--- config.mk ---
export PLATFORM = sky130hd
export DESIGN_NAME = abkf_mul
export DESIGN_NICKNAME = d
export VERILOG_FILES = /design/src/rtl/abkf_pkg.sv /design/src/rtl/abkf_mul.sv
export SDC_FILE = /design/constraint.sdc
export NUM_CORES = 2
export LEC_CHECK = 0
export BUFFER_PORTS_ARGS = -buffer_cell sky130_fd_sc_hd__buf_2
export CORE_AREA = 2 2 295 297
export DETAILED_ROUTE_END_ITERATION = 10
export DIE_AREA = 0 0 297 299
export GPL_TIMING_DRIVEN = 0
export PLACE_DENSITY = 0.74
export SYNTH_ARGS = -nofsm -noshare
export SYNTH_HDL_FRONTEND = slang
export SYNTH_SLANG_ARGS = --single-unit
export TNS_END_PERCENT = 30
--- constraint.sdc ---
create_clock -name clk -period 19.4 [get_ports clk]
set_input_delay 3.88 -clock clk [delete_from_list [all_inputs] [get_ports clk]]
set_output_delay 3.88 -clock clk [all_outputs]
set_load 0.05 [all_outputs]
--- src/rtl/abkf_pkg.sv ---
// Package with the sequencer states, widths and saturation helper of the angle/bias filter.
package abkf_pkg;

  localparam int unsigned DataW  = 32;
  localparam int unsigned CfgW   = 31;
  localparam int unsigned StepW  = 16;
  localparam int unsigned MulAW  = 35;
  localparam int unsigned MulBW  = 33;
  localparam int unsigned ProdW  = MulAW + MulBW;
  localparam int unsigned WideW  = 72;
  localparam int unsigned NumW   = 56;
  localparam int unsigned DenW   = 34;
  localparam int unsigned QuoW   = NumW + 1;

  localparam logic [1:0] CFG_QA = 2'd0;
  localparam logic [1:0] CFG_QB = 2'd1;
  localparam logic [1:0] CFG_R  = 2'd2;

  typedef enum logic [4:0] {
    ST_IDLE, ST_RATE, ST_M1, ST_M2, ST_M3, ST_M4, ST_M5, ST_S,
    ST_D0, ST_D1, ST_C1, ST_C2, ST_C3, ST_C4, ST_C5, ST_C6, ST_C7, ST_OUT
  } state_t;

  typedef struct packed {
    logic           start;
    logic signed [NumW-1:0] num;
    logic signed [DenW-1:0] den;
  } div_req_t;

  typedef struct packed {
    logic           done;
    logic signed [QuoW-1:0] quo;
  } div_rsp_t;

  // Saturate to 32 bits signed; bit 32 of the result flags saturation.
  function automatic logic [32:0] sat32(input logic signed [WideW-1:0] x);
    logic [32:0] r;
    if (x > 72'sd2147483647) begin
      r = {1'b1, 32'h7FFF_FFFF};
    end else if (x < -72'sd2147483648) begin
      r = {1'b1, 32'h8000_0000};
    end else begin
      r = {1'b0, x[31:0]};
    end
    return r;
  endfunction

endpackage

--- src/rtl/abkf_mul.sv ---
// Shared signed multiplier with a registered product.
module abkf_mul (
  input  logic                            clk,
  input  logic signed [abkf_pkg::MulAW-1:0] a,
  input  logic signed [abkf_pkg::MulBW-1:0] b,
  output logic signed [abkf_pkg::ProdW-1:0] prod
);
  import abkf_pkg::*;

  logic signed [ProdW-1:0] prod_r;

  always_ff @(posedge clk) begin
    prod_r <= ProdW'(a) * ProdW'(b);
  end

  assign prod = prod_r;
endmodule

# After elaboration in Yosys (flattened, before gate mapping)
# Index checks and enable logic that the tools add are counted.
op_classes:
  n_addsub: 0
  mul: 1
  div_mod_pow: 0
  magnitude_cmp: 0
  eq_ne: 0
  shifts: 0
  mux: 0
  bitwise: 0
  reduce_logical: 0
ops:
  columns: ["cell", "n"]
  rows:
  - ["35-bit by 33-bit multiplier with 68-bit output", 1]
word_totals:
  ff_bits: 68
  latchBits: 0
  ram_bits: 0
  romBits: 0
  in_bits: 69
  output_inout_bits: 68
  elab_cells: 2
  n_memories: 0

# Longest topological paths before layout
depth:
  depth_word: 1
  mapped_depth: 29
  depth_no_buf: 27

# Least setup slack after synthesis
# No wires, ideal clock.
synth_path:
  path_kind: "input port to flip-flop"
  start: "input a[34] (netlist bit)"
  end: "register prod_r[66] (netlist: prod[66])"
  setup_time_ns: 0.127
  t_arrival_ns: 11.303
  slack_ns: 7.970
  path_stages: 26
  cell_sequence: "clkbuf_1 nand2_1 inv_1 fa_1 fa_1 fa_1 inv_1 fa_1 inv_1 fa_1 fa_1 inv_1 fa_1 fa_1 inv_1 ha_1 clkbuf_1 a21o_1 a21o_1 a21oi_1 o21bai_1 a21o_1 a21o_1 a2111oi_2 nor3_1 xor2_1"
synth_via:
  elab_chain_cells: 1
synth_lines:
  columns: ["item", "line_no", "source"]
  rows:
  - ["start, declared", "abkf_mul.sv:4", "input logic signed [abkf_pkg::MulAW-1:0] a,"]
  - ["35-bit by 33-bit multiplier with 68-bit output", "abkf_mul.sv:13", "prod_r <= ProdW'(a) * ProdW'(b);"]
  - ["end signal, assigned", "abkf_mul.sv:13", null]
  - ["end, declared", "abkf_mul.sv:10", "logic signed [ProdW-1:0] prod_r;"]
# Every way passes these cells.

# Final worst setup path
layout_path:
  start: "input b[18] (netlist bit)"
  end: "register prod_r[63] (netlist: prod[63])"
layout_via:
  elab_chain_cells: 1
layout_lines:
  columns: ["item", "line_no", "source"]
  rows:
  - ["start, declared", "abkf_mul.sv:5", "input logic signed [abkf_pkg::MulBW-1:0] b,"]
  - ["35-bit by 33-bit multiplier with 68-bit output", "abkf_mul.sv:13", null]
# Every way passes these cells.

==> impl_metrics.env <==
export IMPL_startpoint_type="primary input"
export IMPL_grt_pass1_wl_um=219900
export IMPL_cp_max_fo=10
export IMPL_clock_sinks=68
export IMPL_final_max_slew_violation_count=0
export IMPL_cts_buffers=9
export IMPL_cts_clk_slew_worst_paths_ns=0.06
export IMPL_grt_max_degree=27
export IMPL_critPathArrivalTime_ns=13.82
export IMPL_wire_per_inst_um=25.59
export IMPL_die_w_um=297
export IMPL_pre_cts_ws_ns=5.668
export IMPL_synth_cell_type_count=78
export IMPL_syn_num_nets=5991
export IMPL_cp_common_cell="fa_1"
export IMPL_rows=108
export IMPL_layout_commonest_cell="fa_1"
export IMPL_root_buffer="clkbuf_16"
export IMPL_ys_dominant_reg_cell="dfxtp_1"
export IMPL_largest_reg_flops=68
export IMPL_synth_cells=4494
export IMPL_io_buffers=124
export IMPL_critPathRequiredTime_ns=19.68
export IMPL_setup_viol_count_final=0
export IMPL_antenna_found_initial=25
export IMPL_hp_start="b[0]"
export IMPL_yosys_warnings=0
export IMPL_synthArstFlopShare=0
export IMPL_dp_cells=5773
export IMPL_first_pass_iters=5
export IMPL_setup_slack_ns=5.863
export IMPL_die_h_um=299
export IMPL_post_cts_resized=0
export IMPL_totalWireLength_um=148600
export IMPL_slowest_stage="nor3_1"
export IMPL_status="finished, final reports clean"
export IMPL_synth_edf_count=0
export IMPL_fillers=7995
export IMPL_tightest_slew_ns=1.387
export IMPL_hold_class="primary input to flop"
export IMPL_nets=6126
export IMPL_dp_hpwl_um=125300
export IMPL_area_growth_pct=5.742
export IMPL_h_tree_depth=3
export IMPL_die_area_um2=88800
export IMPL_drive_above_1_share=0.04014
export IMPL_clockBufferDepth=2
export IMPL_layout_cells_non_filler=5805
export IMPL_grt_pass1_vias=34830
export IMPL_synth_seq_cells=68
export IMPL_period_minus_slack_ns=13.54
export IMPL_endpoint_kind="flop"
export IMPL_gp_congestion=1.064
export IMPL_vias_per_cell=5.588
export IMPL_maxSlewHeadroom=0.06809
export IMPL_hold_depth=2
export IMPL_maxCapViolCount=0
export IMPL_coreArea_um2=85940
export IMPL_grt_overflow_total=0
export IMPL_crit_chain="clkbuf_1 -> clkbuf_1 -> nand2_1 -> fa_1 -> fa_1 -> inv_1 -> fa_1 -> inv_1 -> fa_1 -> inv_1 -> fa_1 -> fa_1 -> fa_1 -> fa_1 -> ha_1 -> nand3_2 -> nor3_1 -> nand2_1 -> a21oi_2 -> nor3_1 -> nor3_1 -> o211ai_1 -> and3b_1 -> xnor2_1"
export IMPL_critPathMaxStageDelay_ns=1.12
export IMPL_final_setup_tns_ns=0
export IMPL_io_pins=137
export IMPL_yosysSeqAreaShare=0.03210
export IMPL_drt_iter0_drc=3206
export IMPL_grtUsageTotal=0.3441
export IMPL_cts_tree="yes"
export IMPL_worst_setup_path_type="primary input to flop"
export IMPL_fmax_mhz=73.87
export IMPL_rsz0062_at_grt="false"
export IMPL_drtAntennaViolNets=0
export IMPL_hold_viol_final=0
export IMPL_dr_total_vias=32440
export IMPL_initial_utilization=0.4934
export IMPL_drc=0
export IMPL_netlist_area_um2=42410
export IMPL_synth_area_per_cell_um2=9.436
export IMPL_post_cts_setup_buffers=0
export IMPL_fin_crit_sh=0.6978
export IMPL_cts_hold_buffers=0
export IMPL_layout_common_cells="fa_1, inv_1, and2_1, nand2_1, clkbuf_1"
export IMPL_hold_end="prod[0]"
per-stage QoR:
step / utilization / hold WS, ns / instance area [um2]
CTS: 0.5213 / 3.911 / 44800
global placement: 0.5175 / 4.311 / 44470
global route: 0.5214 / 3.914 / 44810
finish: 0.5218 / 3.936 / 44840
detailed placement: 0.5175 / 4.310 / 44470
floorplan: - / 4.007 / 42410
synth_stat cells, drive strengths merged (2+ instances only):
cell | n | share of area
a31oi | 8 | 0.0017
xor2 | 23 | 0.0048
nand3 | 17 | 0.0021
nand4b | 3 | 0.00062
clkbuf | 231 | 0.021
and4 | 2 | 0.00041
and2 | 589 | 0.087
mux2i | 2 | 0.00047
dfxtp | 68 | 0.032
ha | 221 | 0.065
o2111ai | 2 | 0.00041
and3 | 4 | 0.00065
o21bai | 9 | 0.0016
nand4 | 17 | 0.0025
o21a | 8 | 0.0014
a21oi | 63 | 0.0079
nor3 | 17 | 0.0021
or2 | 2 | 0.00030
a41oi | 3 | 0.00097
o311ai | 2 | 0.00059
nor2 | 65 | 0.0058
a2111oi | 6 | 0.0018
o211ai | 5 | 0.0011
o221ai | 2 | 0.00041
or3 | 4 | 0.00059
nand2b | 10 | 0.0015
fa | 1207 | 0.57
a211oi | 9 | 0.0016
a21o | 38 | 0.0068
nor3b | 2 | 0.00035
o21ai | 46 | 0.0056
a211o | 2 | 0.00044
buf | 12 | 0.0020
nand2 | 582 | 0.052
inv | 1138 | 0.10
a21boi | 4 | 0.00071
xnor2 | 49 | 0.010
nor2b | 5 | 0.00074
o31ai | 2 | 0.00047
critical path: cells and delay by family:
kind / cells / cell delay, ns
fa+ha+maj: 9 / 4.64
buf+inv: 5 / 1.70
simple gates: 7 / 2.67
xor+xnor: 1 / 0.20
compound gates: 2 / 0.69
final cells by class:
type | count | area [um2] | share of cell area
Buffer | 244 | 1025 | 0.02285
Tap cell | 1155 | 1445 | 0.03223
Clock buffer | 11 | 242.7 | 0.005413
Timing Repair Buffer | 124 | 620.6 | 0.01384
Antenna cell | 16 | 40.04 | 0.0008929
Inverter | 1138 | 4272 | 0.09526
Multi-Input combinational cell | 3044 | 35750 | 0.7973
Clock inverter | 5 | 83.83 | 0.001869
Sequential cell | 68 | 1361 | 0.03036
layer usage:
layer,wire length [um],track usage,up-vias
met1,50820,0.4150,16630
li1,-,-,13060
met3,16550,0.08433,652
met4,13750,0.2535,14
met5,93,0,-
met2,67340,0.5402,2081
worst max-delay path by stage:
stage	slack, ns	end	from	cells after the start
detailed placement	5.67	prod[67]	b[18]	24
CTS	6.03	prod[63]	b[18]	24
floorplan	7.97	prod[66]	a[34]	26
global placement	5.75	prod[63]	b[18]	24
global route	5.73	prod[63]	b[18]	24
finish	5.86	prod[63]	b[18]	24
cell families after synthesis:
family	Yosys count	synth area share
mux	2	0.0004721
xor+xnor	72	0.01487
simple gates	1323	0.1569
compound gates	219	0.03579
fa+ha+maj	1428	0.6350
buf+inv	1382	0.1249
flops	68	0.03210
Power is left out: the tool's default activity adds up to more than one toggle a clock period on the data nets, which glitch-free logic cannot reach.
