File: config.mk
export PLATFORM = sky130hd
export DESIGN_NAME = abkf_div
export DESIGN_NICKNAME = d
export VERILOG_FILES = /design/src/rtl/abkf_pkg.sv /design/src/rtl/abkf_div.sv
export SDC_FILE = /design/constraint.sdc
export NUM_CORES = 1
export LEC_CHECK = 0
export ABC_AREA = 1
export BUFFER_PORTS_ARGS = -buffer_cell sky130_fd_sc_hd__buf_2
export CAP_MARGIN = 10
export CORE_MARGIN = 2
export CORE_UTILIZATION = 55
export CTS_CLUSTER_SIZE = 12
export DETAILED_ROUTE_END_ITERATION = 10
export GPL_TIMING_DRIVEN = 0
export HOLD_SLACK_MARGIN = 0.15
export PLACE_DENSITY = 0.75
export SLEW_MARGIN = 20
export SYNTH_ARGS = -nofsm -noshare
export SYNTH_HDL_FRONTEND = slang
export SYNTH_SLANG_ARGS = --single-unit
export TNS_END_PERCENT = 5
File: constraint.sdc
create_clock -name clk -period 4.05 [get_ports clk]
set_input_delay 0.81 -clock clk [delete_from_list [all_inputs] [get_ports clk]]
set_output_delay 0.81 -clock clk [all_outputs]
set_load 0.03 [all_outputs]
File: src/rtl/abkf_pkg.sv
// Package with the sequencer states, widths and saturation helper of the angle/bias filter.
package abkf_pkg;

  localparam int unsigned DataW  = 32;
  localparam int unsigned CfgW   = 31;
  localparam int unsigned StepW  = 16;
  localparam int unsigned MulAW  = 35;
  localparam int unsigned MulBW  = 33;
  localparam int unsigned ProdW  = MulAW + MulBW;
  localparam int unsigned WideW  = 72;
  localparam int unsigned NumW   = 56;
  localparam int unsigned DenW   = 34;
  localparam int unsigned QuoW   = NumW + 1;

  localparam logic [1:0] CFG_QA = 2'd0;
  localparam logic [1:0] CFG_QB = 2'd1;
  localparam logic [1:0] CFG_R  = 2'd2;

  typedef enum logic [4:0] {
    ST_IDLE, ST_RATE, ST_M1, ST_M2, ST_M3, ST_M4, ST_M5, ST_S,
    ST_D0, ST_D1, ST_C1, ST_C2, ST_C3, ST_C4, ST_C5, ST_C6, ST_C7, ST_OUT
  } state_t;

  typedef struct packed {
    logic           start;
    logic signed [NumW-1:0] num;
    logic signed [DenW-1:0] den;
  } div_req_t;

  typedef struct packed {
    logic           done;
    logic signed [QuoW-1:0] quo;
  } div_rsp_t;

  // Saturate to 32 bits signed; bit 32 of the result flags saturation.
  function automatic logic [32:0] sat32(input logic signed [WideW-1:0] x);
    logic [32:0] r;
    if (x > 72'sd2147483647) begin
      r = {1'b1, 32'h7FFF_FFFF};
    end else if (x < -72'sd2147483648) begin
      r = {1'b1, 32'h8000_0000};
    end else begin
      r = {1'b0, x[31:0]};
    end
    return r;
  endfunction

endpackage

File: src/rtl/abkf_div.sv
// Serial restoring signed divider, one quotient bit per cycle, truncating toward zero.
module abkf_div (
  input  logic                clk,
  input  logic                rst_n,
  input  abkf_pkg::div_req_t  req,
  output abkf_pkg::div_rsp_t  rsp
);
  import abkf_pkg::*;

  logic [NumW-1:0]   num_r, num_nxt;
  logic [DenW-1:0]   den_r, den_nxt;
  logic [DenW-1:0]   rem_r, rem_nxt;
  logic [NumW-1:0]   quo_r, quo_nxt;
  logic              neg_r, neg_nxt;
  logic [5:0]        cnt_r, cnt_nxt;
  logic              done_r, done_nxt;
  logic [DenW:0]     rem_sh;
  logic [DenW:0]     diff;

  assign rem_sh = {rem_r, num_r[NumW-1]};
  assign diff   = rem_sh - {1'b0, den_r};

  always_comb begin
    num_nxt  = num_r;
    den_nxt  = den_r;
    rem_nxt  = rem_r;
    quo_nxt  = quo_r;
    neg_nxt  = neg_r;
    cnt_nxt  = cnt_r;
    done_nxt = 1'b0;
    if (req.start) begin
      num_nxt = req.num[NumW-1] ? NumW'(-req.num) : NumW'(req.num);
      den_nxt = req.den[DenW-1] ? DenW'(-req.den) : DenW'(req.den);
      neg_nxt = req.num[NumW-1] ^ req.den[DenW-1];
      rem_nxt = '0;
      quo_nxt = '0;
      cnt_nxt = 6'(NumW);
    end else if (cnt_r != '0) begin
      num_nxt = {num_r[NumW-2:0], 1'b0};
      if (!diff[DenW]) begin
        rem_nxt = diff[DenW-1:0];
        quo_nxt = {quo_r[NumW-2:0], 1'b1};
      end else begin
        rem_nxt = rem_sh[DenW-1:0];
        quo_nxt = {quo_r[NumW-2:0], 1'b0};
      end
      cnt_nxt  = cnt_r - 6'd1;
      done_nxt = (cnt_r == 6'd1);
    end
  end

  always_ff @(posedge clk) begin
    if (!rst_n) begin
      cnt_r  <= '0;
      done_r <= 1'b0;
    end else begin
      cnt_r  <= cnt_nxt;
      done_r <= done_nxt;
    end
    num_r <= num_nxt;
    den_r <= den_nxt;
    rem_r <= rem_nxt;
    quo_r <= quo_nxt;
    neg_r <= neg_nxt;
  end

  assign rsp.done = done_r;
  assign rsp.quo  = neg_r ? -$signed({1'b0, quo_r}) : $signed({1'b0, quo_r});
endmodule

* Yosys cells after proc, flatten, opt, wreduce, memory -nomap -nowiden
Cells that the tools add are included.
Storage, ports and cells: register bits after elaboration 188, input bits 93, output and inout bits 58, word-level logic and storage cells 31
Cells by class: add/subtract/negate cells 5, eq/ne operators 1, multiplexer cells 9, bitwise operators 3, reductions and logical operators 4
Operators with widths (number):
- $mux 56 | 3
- $mux 57 | 1
- $neg 56->57 | 1
- $neg 56->56 | 1
- $sub 35x34->35 | 1
- $mux 34 | 1
- $neg 34->34 | 1
- $mux 33 | 1
- $mux 6 | 2
- $eq 6x1->1 const B | 1
- $reduce_bool 6->1 | 1
- $sub 6x1->6 const B | 1
- $reduce_or 3->1 | 1
- $not 1->1 | 2
- $reduce_bool 2->1 | 1
- $reduce_or 2->1 | 1
- $mux 1 | 1
- $xor 1x1->1 | 1

* Longest topological paths before layout
depth in word-level cells 3, gate-level depth with buffers 19, gate-level depth less buffers 18

* Worst setup path before layout
Ideal clock, no wire load.
path kind input to register, start in req[90] (netlist bit), end reg num_r[0], enable pin, arrival time 3058 ps, data required time 3607 ps, slack 550 ps, stages 5, buffers on the path 3, path through clkbuf_1 > inv_1 > clkbuf_1 > nand2_1 > clkbuf_1
On the way: cells in the longest elaborated chain, start to end 1
Ends and longest elaborated chain:
- start, declared | line abkf_div.sv:5 | input abkf_pkg::div_req_t req,
- $reduce_bool 2->1 (no source line)
- end signal, assigned | line abkf_div.sv:60 | num_r <= num_nxt;
- end, declared | line abkf_div.sv:10 | logic [NumW-1:0] num_r, num_nxt;
Every way passes these cells. A chain may end at the register's enable or synchronous reset.

==> flow_metrics.tcl <==
set metrics [dict create \
    port_buffers 149 \
    postRouteWirelength_um 42500 \
    tritoncts_num_sinks 188 \
    grt_first_pass_wirelength_um 67400 \
    initial_utilization 0.561 \
    area_of_the_die_um2 27000 \
    relSlewSlack 0.479 \
    synth-main-ff-cell "dfxtp_1" \
    drt-vias-per-instance 5.48 \
    globalRoute.busiestLayer "met2" \
    global_route.usage.met2 0.486 \
    synth_top_cell_area_share 0.193 \
    report.final.slew_viol_count 0 \
    cts.root.buffer_cell "clkbuf_16" \
    path_class "flop to primary output" \
    syn-mean-instance-area_um2 6.63 \
    postLayoutCellArea_um2 15900 \
    cp-end-kind "primary output" \
    synth_adder_area_share 0.0359 \
    delay_contributed_by_the_slowest_stage_of_the_critical_path_ps 310 \
    coreArea_um2 25200 \
    clkSlewWorstSetupHoldPaths_ps 70 \
    synthToLayoutAreaGrowth_pct 12.5 \
    max_cap_violations 0 \
    hold-path-endpoint "cnt_r[1]$_SDFFE_PP0N_" \
    die_height_um 164 \
    area_fraction_in_compound_gates_after_synthesis 0.0914 \
    post_synth_instance_area_um2 14100 \
    die-width_um 164 \
    postCtsSetupBuffers 0 \
    synthArstFlopShare 0 \
    synth.largest_area_cell "edfxtp_1" \
    dr_total_vias 14500 \
    critical_hold_path_startpoint "cnt_r[1]$_SDFFE_PP0N_" \
    insertion_delay_ps 450 \
    clock_buffers_created_by_tritoncts 17 \
    timing.critical_path.slowest_stage_cell "dfxtp_1" \
    hpwl_um 33300 \
    grt_overflow 0 \
    maximum_number_of_pins_on_one_net_before_global_route_repair 37 \
    drt_drc_violations_left 0 \
    final_weighted_congestion_in_routability_driven_placement 0.972 \
    timing.critical_path.from_type "flop" \
    synth_simple_gate_area_share 0.349 \
    skew_ps 23.3 \
    placement.cell_area_um2 15300 \
    synth.lib_cells_used.distinct 47 \
    min_delay_path_depth 2 \
    drt-wirelength-per-cell_um 16.1 \
    detail-route-antenna-nets 0 \
    setup-tns-final_ps 0 \
    core.rowCount 58 \
    synth_xor_area_frac 0.0849 \
    rsz0062_at_grt "no" \
    combinational_family_with_the_most_area_after_synthesis "simple AND/OR/NAND/NOR gates" \
    r2r_cells 14 \
    rrSetupSlack_ps 1330 \
    synth_top_cells_by_count "nand2_1 (516), inv_1 (325), nor2_1 (305)" \
    max-vdd-ir-drop_uv 341 \
    cts_buffer_depth 2 \
    yosys_register_bits 188 \
    synth-edff-count 91 \
    cellPowerDensity_nw_per_um2 542 \
    synthesis_warning_total 0 \
    critical_path_peak_fanout 5 \
    cts_tree "done" \
    htree_num_levels 4 \
    grt_pass1_vias 13100 \
    crit-reg2reg-capture "rem_r[28]$_SDFFE_PP0N_" \
    synthesized_instance_count 2130 \
    synth_area_leaders "edfxtp_1 (19%), dfxtp_1 (14%), nand2_1 (14%)" \
    layout.nets 2432 \
    detailedRoute.firstPassIterationCount 6 \
    worst_r2r_startpoint "den_r[29]$_DFFE_PP_" \
    ctsHoldBuffers 0 \
    grtUsageMet3 0.0455 \
    post-synth-top-count-cell "nand2_1" \
    fmaxAchievable_mhz 266 \
    detailedRoute.firstIterationViolations 1330 \
    synthesis.nets 2263 \
    initial_antenna_violation_count 0 \
    setup_viol 0 \
    top_level_ports 151 \
    cts_repair_resize_count 0 \
    synth_sequential_area_ratio 0.331 \
    critical_path_arrival_ps 2940 \
    worstHoldPathType "flop to flop" \
    grt.met1_usage 0.466 \
    timing.final.crit_share 0.927 \
    fill_count 2413 \
    diodes 0 \
    outcome "finished, final reports clean" \
    cellLeakagePower_nw 8.16 \
    worstPathCellList "inv_1, ha_1, inv_1, nor3_2, nand2_1, nor2_2, nand3_1, nor2_1, nand3_1, o21ai_1, xor2_1, buf_2" \
    post-route-min-period_ps 3750 \
    drive_gt1_frac 0.110 \
    hold_viol 0 \
    synth_mux_area_frac 0 \
    worstMarginPinSlew_ps 782 \
    critPathRequiredTime_ps 3240 \
    grt_util_all_layers 0.316 \
]
[through the flow]
| step | setup slack, ps | utilization | total power, mW | hold slack [ps] | cells |
|---|---|---|---|---|---|
| 2_1_floorplan | 550 | - | 5.70 | 482 | 2130 |
| 3_3_place_gp | -1270 | 0.607 | 6.81 | 499 | 2609 |
| 3_5_place_dp | 550 | 0.608 | 6.87 | 502 | 2610 |
| 4_1_cts | 378 | 0.631 | 8.56 | 509 | 2642 |
| 5_1_grt | 30.1 | 0.631 | 9.20 | 547 | 2642 |
| 6_report | 296 | 0.631 | 8.61 | 514 | 2642 |
[final cells by class]
type | count | area (um2) | area share
Clock inverter | 15 | 153 | 0.00961
Timing Repair Buffer | 150 | 766 | 0.0482
Tap cell | 330 | 413 | 0.0260
Buffer | 63 | 289 | 0.0182
Sequential cell | 188 | 4670 | 0.294
Clock buffer | 17 | 425 | 0.0268
Inverter | 332 | 1250 | 0.0784
Multi-Input combinational cell | 1547 | 7930 | 0.499
[registers in the layout (all words and copies together) (netlist names)]
signal	count
done_r	1
den_r	34
quo_r	56
num_r	56
neg_r	1
cnt_r	6
rem_r	34
[layout by cell type, fill, tap and decap left out, drive strengths merged, types with 2 or more instances in the layout]
master and n:
nand2 539, inv 336, nor2 317, nand3 185, buf 173, xor2 111
dfxtp 97, edfxtp 91, o21ai 83, clkbuf 57, o22ai 56, a21oi 51
nor3 43, ha 39, nand4 35, xnor2 26, a31oi 24, nor4 12
clkinv 11, nand3b 6, o21bai 5, o31ai 3, a21o 2, and3 2
[how the worst max path moves through the flow]
| stage | start | cells past startpoint | to | slack (ps) |
|---|---|---|---|---|
| final | quo_r[0]$_SDFFE_PP0N_ | 12 | rsp[30] | 300 |
| after global placement | req[90] | 6 | num_r[43]$_DFFE_PP_ | -1270 |
| after CTS | quo_r[0]$_SDFFE_PP0N_ | 12 | rsp[30] | 380 |
| after detailed placement | req[90] | 8 | quo_r[36]$_SDFFE_PP0N_ | 550 |
| after floorplan | req[90] | 5 | num_r[0]$_SDFFCE_PN0P_ | 550 |
| after global routing | quo_r[0]$_SDFFE_PP0N_ | 12 | rsp[30] | 30 |
[worst max-delay path: cells and delay by family (launching register included)]
kind                     cells  cell delay, ps
flip-flops                   1             310
adder cells (fa/ha/maj)      1             170
AO/OA/AOI/OAI                1             230
buffers and inverters        3             440
AND/OR/NAND/NOR              6            1200
XOR/XNOR                     1             170
[metal layers]
metal  vias up  wire length (um)
met2       542             18400
met3        56              3190
met5         -                 0
met4         0               645
met1      6699             20200
li1       7168                 -
[kinds of logic after synthesis]
family	after synthesis
flip-flops	188
adder cells (fa/ha/maj)	40
AO/OA/AOI/OAI	227
buffers and inverters	395
XOR/XNOR	137
AND/OR/NAND/NOR	1143
[power breakdown]
group	switching (mW)	total [mW]	internal, mW
registers	0.193	2.51	2.32
logic	3.00	4.41	1.41
clock network	0.864	1.69	0.822
(Power assumes the default switching activity.)
